===== src/rtl/ilbf_pkg.sv =====
`timescale 1ns / 1ps
// ----------------------------------------------------------------------------
// ilbf_pkg
// Shared widths, codes and controller/datapath structs of the best-fit
// word heap allocator.
// ----------------------------------------------------------------------------
package ilbf_pkg;

    localparam int DEF_HEAP_WORDS = 128;

    localparam int KIND_W   = 2;
    localparam int SIZE_W   = 7;
    localparam int ADDR_W   = 7;
    localparam int WORD_W   = 8;
    localparam int STATUS_W = 2;
    localparam int POS_W    = 8;

    // request kinds
    localparam logic [KIND_W-1:0] KIND_ALLOC = 2'd0;
    localparam logic [KIND_W-1:0] KIND_FREE  = 2'd1;
    localparam logic [KIND_W-1:0] KIND_READ  = 2'd2;
    localparam logic [KIND_W-1:0] KIND_WRITE = 2'd3;

    // result status
    localparam logic [STATUS_W-1:0] ST_OK       = 2'd0;
    localparam logic [STATUS_W-1:0] ST_NOFIT    = 2'd1;
    localparam logic [STATUS_W-1:0] ST_BADFREE  = 2'd2;

    // datapath operations
    localparam int OP_W = 4;
    localparam logic [OP_W-1:0] OP_IDLE    = 4'd0;
    localparam logic [OP_W-1:0] OP_CAPTURE = 4'd1;
    localparam logic [OP_W-1:0] OP_START   = 4'd2;
    localparam logic [OP_W-1:0] OP_AWALK   = 4'd3;
    localparam logic [OP_W-1:0] OP_FWALK   = 4'd4;
    localparam logic [OP_W-1:0] OP_RD      = 4'd5;
    localparam logic [OP_W-1:0] OP_WR      = 4'd6;
    localparam logic [OP_W-1:0] OP_AW1     = 4'd7;
    localparam logic [OP_W-1:0] OP_AW2     = 4'd8;
    localparam logic [OP_W-1:0] OP_FMERGE  = 4'd9;
    localparam logic [OP_W-1:0] OP_FZERO   = 4'd10;

    // result staging selects
    localparam int RES_W = 3;
    localparam logic [RES_W-1:0] RES_NONE    = 3'd0;
    localparam logic [RES_W-1:0] RES_OK      = 3'd1;
    localparam logic [RES_W-1:0] RES_NOFIT   = 3'd2;
    localparam logic [RES_W-1:0] RES_BADFREE = 3'd3;
    localparam logic [RES_W-1:0] RES_GRANT   = 3'd4;
    localparam logic [RES_W-1:0] RES_RDATA   = 3'd5;

    typedef struct packed {
        logic [OP_W-1:0]  op;
        logic [RES_W-1:0] res;
        logic             out_load;
    } t_dp_cmd;

    typedef struct packed {
        logic [KIND_W-1:0] kind;
        logic              addr_zero;
        logic              addr_in_range;
        logic              walk_end;
        logic              found;
        logic              exact;
        logic              f_fail;
        logic              f_hit;
        logic              zdone;
    } t_dp_status;

endpackage


===== src/rtl/ilbf_req_if.sv =====
`timescale 1ns / 1ps
// ----------------------------------------------------------------------------
// ilbf_req_if
// Request channel: valid/ready with kind, size, address and value.
// ----------------------------------------------------------------------------
interface ilbf_req_if;
    logic                          valid;
    logic                          ready;
    logic [ilbf_pkg::KIND_W-1:0]   kind;
    logic [ilbf_pkg::SIZE_W-1:0]   size;
    logic [ilbf_pkg::ADDR_W-1:0]   address;
    logic [ilbf_pkg::WORD_W-1:0]   value;

    modport source (output valid, kind, size, address, value, input ready);
    modport sink   (input valid, kind, size, address, value, output ready);
endinterface


===== src/rtl/ilbf_rsp_if.sv =====
`timescale 1ns / 1ps
// ----------------------------------------------------------------------------
// ilbf_rsp_if
// Response channel: valid/ready with status, payload address and read data.
// ----------------------------------------------------------------------------
interface ilbf_rsp_if;
    logic                          valid;
    logic                          ready;
    logic [ilbf_pkg::STATUS_W-1:0] status;
    logic [ilbf_pkg::ADDR_W-1:0]   payload_address;
    logic [ilbf_pkg::WORD_W-1:0]   read_data;

    modport source (output valid, status, payload_address, read_data, input ready);
    modport sink   (input valid, status, payload_address, read_data, output ready);
endinterface


===== src/rtl/ilbf_datapath.sv =====
`timescale 1ns / 1ps
// ----------------------------------------------------------------------------
// ilbf_datapath
// Heap memory with per-word valid bits, header walk registers, block
// write-back, result staging and the output register.
// ----------------------------------------------------------------------------
module ilbf_datapath #(
    parameter int HEAP_WORDS = ilbf_pkg::DEF_HEAP_WORDS
) (
    input  logic                            i_clk,
    input  logic                            i_rst_n,
    input  ilbf_pkg::t_dp_cmd               i_cmd,
    output ilbf_pkg::t_dp_status            o_stat,
    input  logic [ilbf_pkg::KIND_W-1:0]     i_kind,
    input  logic [ilbf_pkg::SIZE_W-1:0]     i_size,
    input  logic [ilbf_pkg::ADDR_W-1:0]     i_address,
    input  logic [ilbf_pkg::WORD_W-1:0]     i_value,
    output logic [ilbf_pkg::STATUS_W-1:0]   o_status,
    output logic [ilbf_pkg::ADDR_W-1:0]     o_payload_address,
    output logic [ilbf_pkg::WORD_W-1:0]     o_read_data
);

    localparam int IW = $clog2(HEAP_WORDS);
    localparam logic [ilbf_pkg::POS_W-1:0] REGION_END = ilbf_pkg::POS_W'(HEAP_WORDS - 1);
    localparam logic [ilbf_pkg::POS_W-1:0] HEAP_LIM   = ilbf_pkg::POS_W'(HEAP_WORDS);
    localparam logic [ilbf_pkg::WORD_W-1:0] RST_WORD0 =
        ilbf_pkg::WORD_W'((HEAP_WORDS - 1) * 2);

    // heap store
    logic [ilbf_pkg::WORD_W-1:0] r_mem [HEAP_WORDS];
    logic                        r_vld [HEAP_WORDS];
    logic [ilbf_pkg::WORD_W-1:0] r_rdata;
    logic                        r_rvld;
    logic [IW-1:0]               r_raddr;

    // captured request
    logic [ilbf_pkg::KIND_W-1:0] r_kind;
    logic [ilbf_pkg::SIZE_W-1:0] r_size;
    logic [ilbf_pkg::ADDR_W-1:0] r_addr;
    logic [ilbf_pkg::WORD_W-1:0] r_value;

    // walk state
    logic [ilbf_pkg::POS_W-1:0]  r_pos;
    logic [ilbf_pkg::POS_W-1:0]  r_best;
    logic [ilbf_pkg::POS_W-1:0]  r_best_len;
    logic                        r_found;
    logic [ilbf_pkg::POS_W-1:0]  r_len;
    logic [ilbf_pkg::POS_W-1:0]  r_zptr;
    logic [ilbf_pkg::POS_W-1:0]  r_zend;

    // result staging and output register
    logic [ilbf_pkg::STATUS_W-1:0] r_st_status;
    logic [ilbf_pkg::ADDR_W-1:0]   r_st_paddr;
    logic [ilbf_pkg::WORD_W-1:0]   r_st_rdata;
    logic [ilbf_pkg::STATUS_W-1:0] r_o_status;
    logic [ilbf_pkg::ADDR_W-1:0]   r_o_paddr;
    logic [ilbf_pkg::WORD_W-1:0]   r_o_rdata;

    logic [ilbf_pkg::WORD_W-1:0] w_word;
    logic [ilbf_pkg::POS_W-1:0]  w_len;
    logic [ilbf_pkg::POS_W-1:0]  w_sum;
    logic [ilbf_pkg::POS_W-1:0]  w_blen;
    logic                        w_blk_ok;
    logic [ilbf_pkg::POS_W-1:0]  w_need;
    logic [ilbf_pkg::POS_W-1:0]  w_rem;
    logic [ilbf_pkg::POS_W-1:0]  w_hdr;
    logic                        w_cand;
    logic                        w_f_fail;
    logic                        w_f_hit;
    logic [ilbf_pkg::POS_W-1:0]  w_merged;
    logic                        w_zdone;

    logic                        rd_en;
    logic [IW-1:0]               rd_addr;
    logic                        wr_en;
    logic [IW-1:0]               wr_addr;
    logic [ilbf_pkg::WORD_W-1:0] wr_data;

    // a word never written still holds its reset value
    assign w_word = r_rvld ? r_rdata : ((r_raddr == '0) ? RST_WORD0 : '0);
    assign w_len  = {1'b0, w_word[ilbf_pkg::WORD_W-1:1]};
    assign w_sum  = r_pos + w_len;
    assign w_blk_ok = (r_pos < REGION_END) && (w_len != '0) && (w_sum <= REGION_END);
    assign w_blen = w_blk_ok ? w_len : '0;
    assign w_need = {1'b0, r_size} + 8'd1;
    assign w_rem  = r_best_len - w_need;
    assign w_hdr  = {1'b0, r_addr} - 8'd1;

    assign w_cand = w_blk_ok && !w_word[0] && (w_len >= w_need)
                    && (!r_found || (w_len < r_best_len));
    assign w_f_fail = !w_blk_ok || (r_pos > w_hdr) || ((r_pos == w_hdr) && !w_word[0]);
    assign w_f_hit  = w_blk_ok && (r_pos == w_hdr) && w_word[0];
    // merge only with a walkable free block that follows
    assign w_merged = r_len + ((w_blk_ok && !w_word[0]) ? w_blen : '0);
    assign w_zdone  = (r_zptr >= r_zend);

    always_comb begin
        o_stat.kind          = r_kind;
        o_stat.addr_zero     = (r_addr == '0);
        o_stat.addr_in_range = ({1'b0, r_addr} < HEAP_LIM);
        o_stat.walk_end      = !w_blk_ok;
        o_stat.found         = r_found;
        o_stat.exact         = (r_best_len == w_need);
        o_stat.f_fail        = w_f_fail;
        o_stat.f_hit         = w_f_hit;
        o_stat.zdone         = w_zdone;
    end

    // memory port control
    always_comb begin
        rd_en   = 1'b0;
        rd_addr = w_sum[IW-1:0];
        wr_en   = 1'b0;
        wr_addr = r_best[IW-1:0];
        wr_data = '0;
        unique case (i_cmd.op)
            ilbf_pkg::OP_START: begin
                rd_en   = 1'b1;
                rd_addr = '0;
            end
            ilbf_pkg::OP_AWALK, ilbf_pkg::OP_FWALK: begin
                rd_en = 1'b1;
            end
            ilbf_pkg::OP_RD: begin
                rd_en   = 1'b1;
                rd_addr = r_addr[IW-1:0];
            end
            ilbf_pkg::OP_WR: begin
                wr_en   = ({1'b0, r_addr} < HEAP_LIM);
                wr_addr = r_addr[IW-1:0];
                wr_data = r_value;
            end
            ilbf_pkg::OP_AW1: begin
                wr_en   = 1'b1;
                wr_data = {w_need[ilbf_pkg::WORD_W-2:0], 1'b1};
            end
            ilbf_pkg::OP_AW2: begin
                // remainder header just past the granted block
                wr_en   = 1'b1;
                wr_addr = r_best[IW-1:0] + w_need[IW-1:0];
                wr_data = {w_rem[ilbf_pkg::WORD_W-2:0], 1'b0};
            end
            ilbf_pkg::OP_FMERGE: begin
                wr_en   = 1'b1;
                wr_addr = w_hdr[IW-1:0];
                wr_data = {w_merged[ilbf_pkg::WORD_W-2:0], 1'b0};
            end
            ilbf_pkg::OP_FZERO: begin
                wr_en   = !w_zdone;
                wr_addr = r_zptr[IW-1:0];
            end
            default: begin
            end
        endcase
    end

    always_ff @(posedge i_clk) begin
        if (wr_en) begin
            r_mem[wr_addr] <= wr_data;
        end
        if (rd_en) begin
            r_rdata <= r_mem[rd_addr];
            r_rvld  <= r_vld[rd_addr];
            r_raddr <= rd_addr;
        end
    end

    always_ff @(posedge i_clk) begin
        if (!i_rst_n) begin
            for (int i = 0; i < HEAP_WORDS; i++) begin
                r_vld[i] <= 1'b0;
            end
        end else if (wr_en) begin
            r_vld[wr_addr] <= 1'b1;
        end
    end

    // walk and request registers
    always_ff @(posedge i_clk) begin
        unique case (i_cmd.op)
            ilbf_pkg::OP_CAPTURE: begin
                r_kind  <= i_kind;
                r_size  <= i_size;
                r_addr  <= i_address;
                r_value <= i_value;
            end
            ilbf_pkg::OP_START: begin
                r_pos   <= '0;
                r_found <= 1'b0;
            end
            ilbf_pkg::OP_AWALK: begin
                if (w_cand) begin
                    r_found    <= 1'b1;
                    r_best     <= r_pos;
                    r_best_len <= w_len;
                end
                if (w_blk_ok) begin
                    r_pos <= w_sum;
                end
            end
            ilbf_pkg::OP_FWALK: begin
                if (w_blk_ok) begin
                    r_pos <= w_sum;
                end
                if (w_f_hit) begin
                    r_len <= w_blen;
                end
            end
            ilbf_pkg::OP_FMERGE: begin
                r_zptr <= w_hdr + 8'd1;
                r_zend <= w_hdr + w_merged;
            end
            ilbf_pkg::OP_FZERO: begin
                if (!w_zdone) begin
                    r_zptr <= r_zptr + 8'd1;
                end
            end
            default: begin
            end
        endcase
    end

    // result staging
    always_ff @(posedge i_clk) begin
        unique case (i_cmd.res)
            ilbf_pkg::RES_NONE: begin
            end
            ilbf_pkg::RES_OK: begin
                r_st_status <= ilbf_pkg::ST_OK;
                r_st_paddr  <= '0;
                r_st_rdata  <= '0;
            end
            ilbf_pkg::RES_NOFIT: begin
                r_st_status <= ilbf_pkg::ST_NOFIT;
                r_st_paddr  <= '0;
                r_st_rdata  <= '0;
            end
            ilbf_pkg::RES_BADFREE: begin
                r_st_status <= ilbf_pkg::ST_BADFREE;
                r_st_paddr  <= '0;
                r_st_rdata  <= '0;
            end
            ilbf_pkg::RES_GRANT: begin
                r_st_status <= ilbf_pkg::ST_OK;
                r_st_paddr  <= r_best[ilbf_pkg::ADDR_W-1:0] + 7'd1;
                r_st_rdata  <= '0;
            end
            ilbf_pkg::RES_RDATA: begin
                r_st_status <= ilbf_pkg::ST_OK;
                r_st_paddr  <= '0;
                r_st_rdata  <= w_word;
            end
            default: begin
            end
        endcase
        if (i_cmd.out_load) begin
            r_o_status <= r_st_status;
            r_o_paddr  <= r_st_paddr;
            r_o_rdata  <= r_st_rdata;
        end
    end

    assign o_status          = r_o_status;
    assign o_payload_address = r_o_paddr;
    assign o_read_data       = r_o_rdata;

    a_aw1_found: assert property (@(posedge i_clk) disable iff (!i_rst_n)
        (i_cmd.op == ilbf_pkg::OP_AW1) |-> (r_found && (r_best_len >= w_need)))
        else $error("allocate write-back without a fitting block");

    a_zero_bound: assert property (@(posedge i_clk) disable iff (!i_rst_n)
        (i_cmd.op == ilbf_pkg::OP_FZERO) |-> (r_zptr <= r_zend))
        else $error("payload clear ran past the block");

    a_walk_pos: assert property (@(posedge i_clk) disable iff (!i_rst_n)
        (i_cmd.op == ilbf_pkg::OP_AWALK) |=> (r_pos <= REGION_END))
        else $error("header walk left the block region");

endmodule


===== src/rtl/ilbf_ctrl.sv =====
`timescale 1ns / 1ps
// ----------------------------------------------------------------------------
// ilbf_ctrl
// Sequencer for allocate, free, read and write requests, plus the
// request/response handshake.
// ----------------------------------------------------------------------------
module ilbf_ctrl (
    input  logic                 i_clk,
    input  logic                 i_rst_n,
    input  logic                 i_in_valid,
    output logic                 o_in_ready,
    output logic                 o_out_valid,
    input  logic                 i_out_ready,
    output ilbf_pkg::t_dp_cmd    o_cmd,
    input  ilbf_pkg::t_dp_status i_stat
);

    localparam logic [3:0] S_IDLE     = 4'd0;
    localparam logic [3:0] S_DISPATCH = 4'd1;
    localparam logic [3:0] S_AWALK    = 4'd2;
    localparam logic [3:0] S_AW1      = 4'd3;
    localparam logic [3:0] S_AW2      = 4'd4;
    localparam logic [3:0] S_FWALK    = 4'd5;
    localparam logic [3:0] S_FMERGE   = 4'd6;
    localparam logic [3:0] S_FZERO    = 4'd7;
    localparam logic [3:0] S_RDATA    = 4'd8;
    localparam logic [3:0] S_FIN      = 4'd9;

    logic [3:0] r_state;
    logic [3:0] n_state;
    logic       r_out_valid;
    logic       n_out_valid;

    assign o_in_ready  = (r_state == S_IDLE);
    assign o_out_valid = r_out_valid;

    always_comb begin
        n_state        = r_state;
        o_cmd.op       = ilbf_pkg::OP_IDLE;
        o_cmd.res      = ilbf_pkg::RES_NONE;
        o_cmd.out_load = 1'b0;
        unique case (r_state)
            S_IDLE: begin
                if (i_in_valid) begin
                    o_cmd.op = ilbf_pkg::OP_CAPTURE;
                    n_state  = S_DISPATCH;
                end
            end
            S_DISPATCH: begin
                unique case (i_stat.kind)
                    ilbf_pkg::KIND_ALLOC: begin
                        o_cmd.op = ilbf_pkg::OP_START;
                        n_state  = S_AWALK;
                    end
                    ilbf_pkg::KIND_FREE: begin
                        if (i_stat.addr_zero) begin
                            o_cmd.res = ilbf_pkg::RES_BADFREE;
                            n_state   = S_FIN;
                        end else begin
                            o_cmd.op = ilbf_pkg::OP_START;
                            n_state  = S_FWALK;
                        end
                    end
                    ilbf_pkg::KIND_READ: begin
                        if (i_stat.addr_in_range) begin
                            o_cmd.op = ilbf_pkg::OP_RD;
                            n_state  = S_RDATA;
                        end else begin
                            o_cmd.res = ilbf_pkg::RES_OK;
                            n_state   = S_FIN;
                        end
                    end
                    ilbf_pkg::KIND_WRITE: begin
                        o_cmd.op  = ilbf_pkg::OP_WR;
                        o_cmd.res = ilbf_pkg::RES_OK;
                        n_state   = S_FIN;
                    end
                    default: begin
                        n_state = S_IDLE;
                    end
                endcase
            end
            S_AWALK: begin
                o_cmd.op = ilbf_pkg::OP_AWALK;
                if (i_stat.walk_end) begin
                    if (i_stat.found) begin
                        n_state = S_AW1;
                    end else begin
                        o_cmd.res = ilbf_pkg::RES_NOFIT;
                        n_state   = S_FIN;
                    end
                end
            end
            S_AW1: begin
                o_cmd.op = ilbf_pkg::OP_AW1;
                if (i_stat.exact) begin
                    o_cmd.res = ilbf_pkg::RES_GRANT;
                    n_state   = S_FIN;
                end else begin
                    n_state = S_AW2;
                end
            end
            S_AW2: begin
                o_cmd.op  = ilbf_pkg::OP_AW2;
                o_cmd.res = ilbf_pkg::RES_GRANT;
                n_state   = S_FIN;
            end
            S_FWALK: begin
                o_cmd.op = ilbf_pkg::OP_FWALK;
                if (i_stat.f_fail) begin
                    o_cmd.res = ilbf_pkg::RES_BADFREE;
                    n_state   = S_FIN;
                end else if (i_stat.f_hit) begin
                    n_state = S_FMERGE;
                end
            end
            S_FMERGE: begin
                o_cmd.op = ilbf_pkg::OP_FMERGE;
                n_state  = S_FZERO;
            end
            S_FZERO: begin
                o_cmd.op = ilbf_pkg::OP_FZERO;
                if (i_stat.zdone) begin
                    o_cmd.res = ilbf_pkg::RES_OK;
                    n_state   = S_FIN;
                end
            end
            S_RDATA: begin
                o_cmd.res = ilbf_pkg::RES_RDATA;
                n_state   = S_FIN;
            end
            S_FIN: begin
                // wait for the output register to drain
                if (!r_out_valid || i_out_ready) begin
                    o_cmd.out_load = 1'b1;
                    n_state        = S_IDLE;
                end
            end
            default: begin
                n_state = S_IDLE;
            end
        endcase
    end

    always_comb begin
        if (o_cmd.out_load) begin
            n_out_valid = 1'b1;
        end else if (r_out_valid && i_out_ready) begin
            n_out_valid = 1'b0;
        end else begin
            n_out_valid = r_out_valid;
        end
    end

    always_ff @(posedge i_clk) begin
        if (!i_rst_n) begin
            r_state     <= S_IDLE;
            r_out_valid <= 1'b0;
        end else begin
            r_state     <= n_state;
            r_out_valid <= n_out_valid;
        end
    end

    a_fin_loads: assert property (@(posedge i_clk) disable iff (!i_rst_n)
        (r_state == S_FIN && (!r_out_valid || i_out_ready)) |=> (r_out_valid && r_state == S_IDLE))
        else $error("finished result not moved into the output register");

    a_accept_dispatch: assert property (@(posedge i_clk) disable iff (!i_rst_n)
        (i_in_valid && o_in_ready) |=> (r_state == S_DISPATCH && !o_in_ready))
        else $error("accepted beat not dispatched");

    a_out_hold: assert property (@(posedge i_clk) disable iff (!i_rst_n)
        (o_out_valid && !i_out_ready) |=> o_out_valid)
        else $error("response beat dropped before it was taken");

endmodule


===== src/rtl/implicit_list_best_fit_allocator.sv =====
`timescale 1ns / 1ps
// ----------------------------------------------------------------------------
// implicit_list_best_fit_allocator
// Best-fit word heap over an implicit header list: allocate, free with
// forward merge, read word and write word.
// ----------------------------------------------------------------------------
//  channel   dir  handshake     payload
//  i_req     in   valid/ready   kind, size, address, value
//  o_rsp     out  valid/ready   status, payload_address, read_data
//
//  Write and read address one heap word. Allocate walks every header (end
//  one included), writes the granted header on a fit and a remainder
//  header on split; free walks headers up to the block, then merges
//  forward and clears the payload: one header or one cleared word a cycle.
//  Reset: per-word valid bits clear at once; no clearing pass over the heap.
//  One result waits in the output register while the next beat is taken; a
//  finished beat holds until that register drains.
// ----------------------------------------------------------------------------
module implicit_list_best_fit_allocator #(
    parameter int HEAP_WORDS = ilbf_pkg::DEF_HEAP_WORDS
) (
    input  logic        i_clk,
    input  logic        i_rst_n,
    ilbf_req_if.sink    i_req,
    ilbf_rsp_if.source  o_rsp
);

    ilbf_pkg::t_dp_cmd    cmd;
    ilbf_pkg::t_dp_status stat;

    ilbf_ctrl u_ctrl (
        .i_clk       (i_clk),
        .i_rst_n     (i_rst_n),
        .i_in_valid  (i_req.valid),
        .o_in_ready  (i_req.ready),
        .o_out_valid (o_rsp.valid),
        .i_out_ready (o_rsp.ready),
        .o_cmd       (cmd),
        .i_stat      (stat)
    );

    ilbf_datapath #(
        .HEAP_WORDS (HEAP_WORDS)
    ) u_dp (
        .i_clk             (i_clk),
        .i_rst_n           (i_rst_n),
        .i_cmd             (cmd),
        .o_stat            (stat),
        .i_kind            (i_req.kind),
        .i_size            (i_req.size),
        .i_address         (i_req.address),
        .i_value           (i_req.value),
        .o_status          (o_rsp.status),
        .o_payload_address (o_rsp.payload_address),
        .o_read_data       (o_rsp.read_data)
    );

endmodule

===== src/flat_wrapper.sv =====
// flat-port wrapper written by rule: the top's interface ports become plain ports
module implicit_list_best_fit_allocator_flat 
#(
    parameter int HEAP_WORDS = ilbf_pkg::DEF_HEAP_WORDS
)
  (i_clk, i_rst_n, i_req_valid, i_req_kind, i_req_size, i_req_address, i_req_value, i_req_ready, o_rsp_valid, o_rsp_status, o_rsp_payload_address, o_rsp_read_data, o_rsp_ready);
  ilbf_req_if i_req_i ();
  ilbf_rsp_if o_rsp_i ();
  input  logic i_clk;
  input  logic i_rst_n;
  input wire logic [$bits(i_req_i.valid)-1:0] i_req_valid;
  input wire logic [$bits(i_req_i.kind)-1:0] i_req_kind;
  input wire logic [$bits(i_req_i.size)-1:0] i_req_size;
  input wire logic [$bits(i_req_i.address)-1:0] i_req_address;
  input wire logic [$bits(i_req_i.value)-1:0] i_req_value;
  output wire logic [$bits(i_req_i.ready)-1:0] i_req_ready;
  output wire logic [$bits(o_rsp_i.valid)-1:0] o_rsp_valid;
  output wire logic [$bits(o_rsp_i.status)-1:0] o_rsp_status;
  output wire logic [$bits(o_rsp_i.payload_address)-1:0] o_rsp_payload_address;
  output wire logic [$bits(o_rsp_i.read_data)-1:0] o_rsp_read_data;
  input wire logic [$bits(o_rsp_i.ready)-1:0] o_rsp_ready;
  assign i_req_i.valid = i_req_valid;
  assign i_req_i.kind = i_req_kind;
  assign i_req_i.size = i_req_size;
  assign i_req_i.address = i_req_address;
  assign i_req_i.value = i_req_value;
  assign i_req_ready = i_req_i.ready;
  assign o_rsp_valid = o_rsp_i.valid;
  assign o_rsp_status = o_rsp_i.status;
  assign o_rsp_payload_address = o_rsp_i.payload_address;
  assign o_rsp_read_data = o_rsp_i.read_data;
  assign o_rsp_i.ready = o_rsp_ready;
  implicit_list_best_fit_allocator #(.HEAP_WORDS(HEAP_WORDS)) u_core (.i_clk(i_clk), .i_rst_n(i_rst_n), .i_req(i_req_i), .o_rsp(o_rsp_i));
endmodule

===== config.mk =====
export PLATFORM = sky130hd
export DESIGN_NAME = implicit_list_best_fit_allocator_flat
export DESIGN_NICKNAME = d
export VERILOG_FILES = /design/src/rtl/ilbf_pkg.sv /design/src/rtl/ilbf_req_if.sv /design/src/rtl/ilbf_rsp_if.sv /design/src/rtl/ilbf_datapath.sv /design/src/rtl/ilbf_ctrl.sv /design/src/rtl/implicit_list_best_fit_allocator.sv /design/src/flat_wrapper.sv
export SDC_FILE = /design/constraint.sdc
export NUM_CORES = 1
export LEC_CHECK = 0
export BUFFER_PORTS_ARGS = -buffer_cell sky130_fd_sc_hd__buf_2
export CAP_MARGIN = 20
export CORE_ASPECT_RATIO = 0.75
export CORE_MARGIN = 2
export CORE_UTILIZATION = 31
export CTS_BUF_LIST = sky130_fd_sc_hd__clkbuf_4 sky130_fd_sc_hd__clkbuf_8 sky130_fd_sc_hd__clkbuf_16
export CTS_CLUSTER_DIAMETER = 30
export DETAILED_ROUTE_END_ITERATION = 10
export SLEW_MARGIN = 20
export SYNTH_ARGS = -nofsm -noshare
export SYNTH_HDL_FRONTEND = slang
export SYNTH_HIERARCHICAL = 1
export SYNTH_SLANG_ARGS = --single-unit

===== constraint.sdc =====
create_clock -name i_clk -period 12.8 [get_ports i_clk]
set_input_delay 3.2 -clock i_clk [delete_from_list [all_inputs] [get_ports i_clk]]
set_output_delay 3.2 -clock i_clk [all_outputs]
set_load 0.05 [all_outputs]

# Yosys cells after proc, flatten, opt, wreduce, memory -nomap -nowiden
# Memory sizes are Yosys's and may differ from the RTL's. A register that Yosys moved wholly into a read port is not among the register bits.
# Cells that the tools add are included.
# op_classes
mul	0
n_mux	53
eq_ne	37
add_sub_neg	10
magnitude_cmp	6
n_shift	0
n_div	0
reduce_logical	44
bitwise_logic	0
# op_table
op	count
$pmux W8 S2	3
$mux W4	9
$pmux W4 S9	1
$eq A4 B3 Y1 const B	8
$mux W8	4
$pmux W4 S4	2
$pmux W4 S8	1
$pmux W8 S4	1
$pmux W7 S2	2
$pmux W7 S4	1
$mux W7	3
$pmux W3 S7	1
$eq A4 B4 Y1 const B	5
$add A8 B1 Y8 const B	2
$add A8 B7 Y8	2
$eq A4 B2 Y1 const B	4
$reduce_or A4 Y1	4
$mux W1	15
$logic_not A7 Y1	2
$ne A2 B2 Y1 const B	6
$reduce_bool A2 Y1	6
$mux W2	5
$reduce_and A2 Y1	5
$logic_and A1 B1 Y1	9
other kinds (36)	49
# totals
romBits	0
mem_count	2
mem_bits_rw	1152
register_bits	117
latch_bits	0
# mem_list
name	words	width	rd	rd_ports_with_merged_regs	wr	line_no	source
u_core.u_dp.r_mem	128	8	1	1	1	ilbf_datapath.sv:30	logic [ilbf_pkg::WORD_W-1:0] r_mem [HEAP_WORDS];
u_core.u_dp.r_vld	128	1	1	1	128	ilbf_datapath.sv:31	logic r_vld [HEAP_WORDS];

# Logic depth before layout (Yosys ltp)
# logic_depth
ltp_word	14
ltp_mapped	26
mapped_depth_nobuf	25

# Cells and area by module
# Netlist, hierarchy kept.
# by_module_without_submodules
module	area_each_um2	cells_each	instances	seq_area_each_um2
ilbf_datapath	52794.4	3663	1	36915.4
ilbf_ctrl	668.1	96	1	100.1

# Worst setup path after synthesis
# No wires, ideal clock.
# synth_path
path_kind	input to register
start	in i_req_valid
end	mem u_core/u_dp/r_mem[0][3] in the netlist's numbering (data pin)
n_path_buf	2
stages	9
setup_ps	1197
slack_ps	2213
t_arrival_ps	9390
cell_sequence	nor2b_1 -> a311oi_1 -> a211oi_1 -> buf_4 -> inv_1 -> buf_1 -> nor2_1 -> a21oi_1 -> o21ai_0
# synth_lines
element	line_no	source
start: declaration	flat_wrapper.sv:11	input wire logic [$bits(i_req_i.valid)-1:0] i_req_valid;
end: declaration	ilbf_datapath.sv:30	

==> flow_summary.yaml <==
run_status:
  status: "finished, final reports clean"
clock_network:
  cts_tree: "built"
  clock_path_buffers: 3
  cts_hold_buf: 0
  clockRootBuffer: "clkbuf_16"
  cts_buffers: 160
  clkLatencyLatePin_ns: 0.76
  htreeDepth: 4
  cts_setup_buffers: 0
  path_clk_slew_ns: 0.05
  cts_sinks: 1277
  cts_resized: 0
final_layout:
  regArea_um2: 37000
  fillCellCount: 16100
  layout.nets: 3935
  drive_above_1_share: 0.164
  multi_input_area_um2: 15300
  antenna_cells: 0
  areaGrowthSynthToFinish_pct: 16.3
  post-route-cell-area_um2: 62200
yosys:
  synth_top_cell_by_area: "edfxtp_1"
  yosys-top-cells-count: "edfxtp_1, nand2_1, nor2_1"
  synth_cell_types: 96
  syn_area_per_cell_um2: 14.2
  synthArstFlopShare: 0
  syn_nets: 3860
  synth.most_common_cell: "edfxtp_1"
  synth-edff-count: 1144
  ys_seq_area_frac: 0.692
  ys.flop_type: "edfxtp_1"
  synth_area_um2: 53500
  ys_seq_elements: 1277
  synth_top_area_frac: 0.643
  synth_cells: 3759
  ys_warn_count: 6
  synth_area_leaders: "edfxtp_1, mux4_2, dfxtp_1"
sta:
  tightest_slew_ns: 1.29
  fmax_mhz: 117
  finalClockSkew_ns: 0.0223
  finalCriticalPeriod_ns: 8.56
  setup_viol_count_final: 0
  finalHoldViolations: 0
  slew-limit-headroom: 0.137
  rsz0062_at_grt: "no"
  fin_tns_setup_ns: 0
  maxSlewViolCount: 0
  post-route-period-util: 0.669
worst_setup_path:
  crit_type: "primary input to flop"
  rr_worst_depth: 25
  critPathMaxFanout: 186
  reg2reg_from: "u_core/u_dp/r_rvld"
  required_ns: 13.31
  cp_common_cell: "buf_4"
  crit_arrival_ns: 9.07
  r2r_slack_ns: 4.59
  critical-path-top-delay-family: "buffers and inverters"
  worst_setup_path_end_kind: "flop"
  path_buf_inv: 5
  crit_chain: "buf_2 > nor2b_1 > a311oi_1 > a211oi_2 > buf_4 > and4bb_1 > a2bb2oi_4 > buf_4 > nand2_8 > clkinv_16 > buf_4 > mux4_2 > a22o_1 > a221oi_1 > nand4_1 > a31o_1"
  cpMaxStageDelayCell: "a221oi_1"
  start_kind: "primary input"
  critPathMaxStageDelay_ns: 0.65
  r2r_end: "u_core/u_dp/r_mem[105][7]"
floorplanning:
  fp.dieW_um: 484
  ioPinCount: 47
  start_util: 0.313
  die_area_um2: 176000
  coreArea_um2: 171000
  die_h_um: 364
  fp-row-count: 131
grt:
  grt_usage: 0.168
  grt_pass1_wl_mm: 222
  grt_pass1_vias: 32100
  gr-total-overflow: 0
  grt_max_degree: 187
  antenna_found_initial: 4
detailed_routing:
  drc: 0
  wl_met2_mm: 61.9
  first_iter_violations: 4445
  first_pass_iters: 6
  wl_met3_mm: 17.2
  antenna_left: 0
  top_layer: "met5"
  wl_met1_mm: 69.0
  vias_per_cell: 5.47
  wl_per_cell_um: 24.3
  num_vias: 34100
  routed_wl_mm: 152
hold_path:
  hp-class: "flop to flop"
  whs_endpoint: "u_core/u_dp/o_payload_address[6]"
  holdCritStartpoint: "u_core/u_dp/r_st_paddr[6]"
  whs_path_depth: 0
placement:
  place_area_um2: 56500
  place_congestion: 0.888
  port-buffer-count: 46
  hpwl_mm: 94.9
run:
  maxCapViolations: 0
==> worst max path at each step <==
stage	startpoint	endpoint	slack, ns	depth (start not counted)
finish	i_req_valid	u_core/u_dp/r_rdata[2]	4.24	16
global route	i_req_valid	u_core/u_dp/r_rdata[5]	3.96	17
CTS	i_req_valid	u_core/u_dp/r_rdata[5]	4.27	17
detailed placement	i_req_valid	u_core/u_dp/r_rdata[5]	3.48	17
global placement	i_req_valid	u_core/u_dp/r_rdata[5]	3.52	17
floorplan	i_req_valid	u_core/u_dp/r_mem[0][3]	2.21	9
==> cells by family after synthesis <==
| kind of cell | count (synthesis) | synth area share |
|---|---|---|
| DFF | 1277 | 0.692 |
| and+or+nand+nor | 1150 | 0.0995 |
| AOI/OAI and AO/OA | 720 | 0.0927 |
| buffers and inverters | 313 | 0.0282 |
| muxes | 180 | 0.0620 |
| adders and majority gates | 73 | 0.0178 |
| xor gates and xnor gates | 45 | 0.00737 |
| other | 1 | 0.0000701 |
==> state kept, by name (all words and copies together), names as in the netlist, 8 cells and up <==
register                 count
u_core/u_dp/r_mem         1024
u_core/u_dp/r_rdata          8
u_core/u_dp/r_pos            8
u_core/u_dp/r_zend           8
u_core/u_dp/r_vld          128
u_core/u_dp/o_read_data      8
u_core/u_dp/r_st_rdata       8
u_core/u_dp/r_zptr           8
u_core/u_dp/r_value          8
==> layout by cell type, fill, tap and decap left out, drive strengths merged, types with 20 or more instances in the layout <==
master	count
a211oi	49
nor3	46
clkbuf	177
nor4	27
a32oi	60
dfxtp	133
clkinv	53
a22o	43
edfxtp	1144
a31oi	68
and3	70
buf	149
a21oi	154
nand2	596
mux4	121
nand4	30
xnor2	32
nand3	104
and2	20
o21a	22
a22oi	84
a221oi	25
o21ai	116
nor2	180
inv	113
mux2i	58
ha	68
==> stage by stage <==
step	hold WS [ns]	instances	utilization	worst slack [ns]
3_3_place_gp	0.405	5929	0.331	3.52
5_1_grt	0.427	6231	0.364	3.96
6_report	0.416	6231	0.364	4.24
2_1_floorplan	0.400	3759	-	2.21
4_1_cts	0.417	6227	0.364	4.27
3_5_place_dp	0.405	5929	0.331	3.48
==> final cells by class <==
type,count,share of cell area
multi-input combinational,2169,0.246
inverter,77,0.00519
sequential,1277,0.596
timing repair buffer,149,0.0174
clock buffer,177,0.0683
clock inverter,121,0.0219
tap,2261,0.0455
==> metal layers <==
layer | vias to the layer above | track usage
met1 | 17500 | 0.257
met4 | 2 | 0.0477
met5 | - | 0
met2 | 1776 | 0.232
li1 | 14600 | -
met3 | 223 | 0.0453
Power is not shown: default switching activity piles up to over one toggle a cycle in this logic, so the estimate is an artifact.
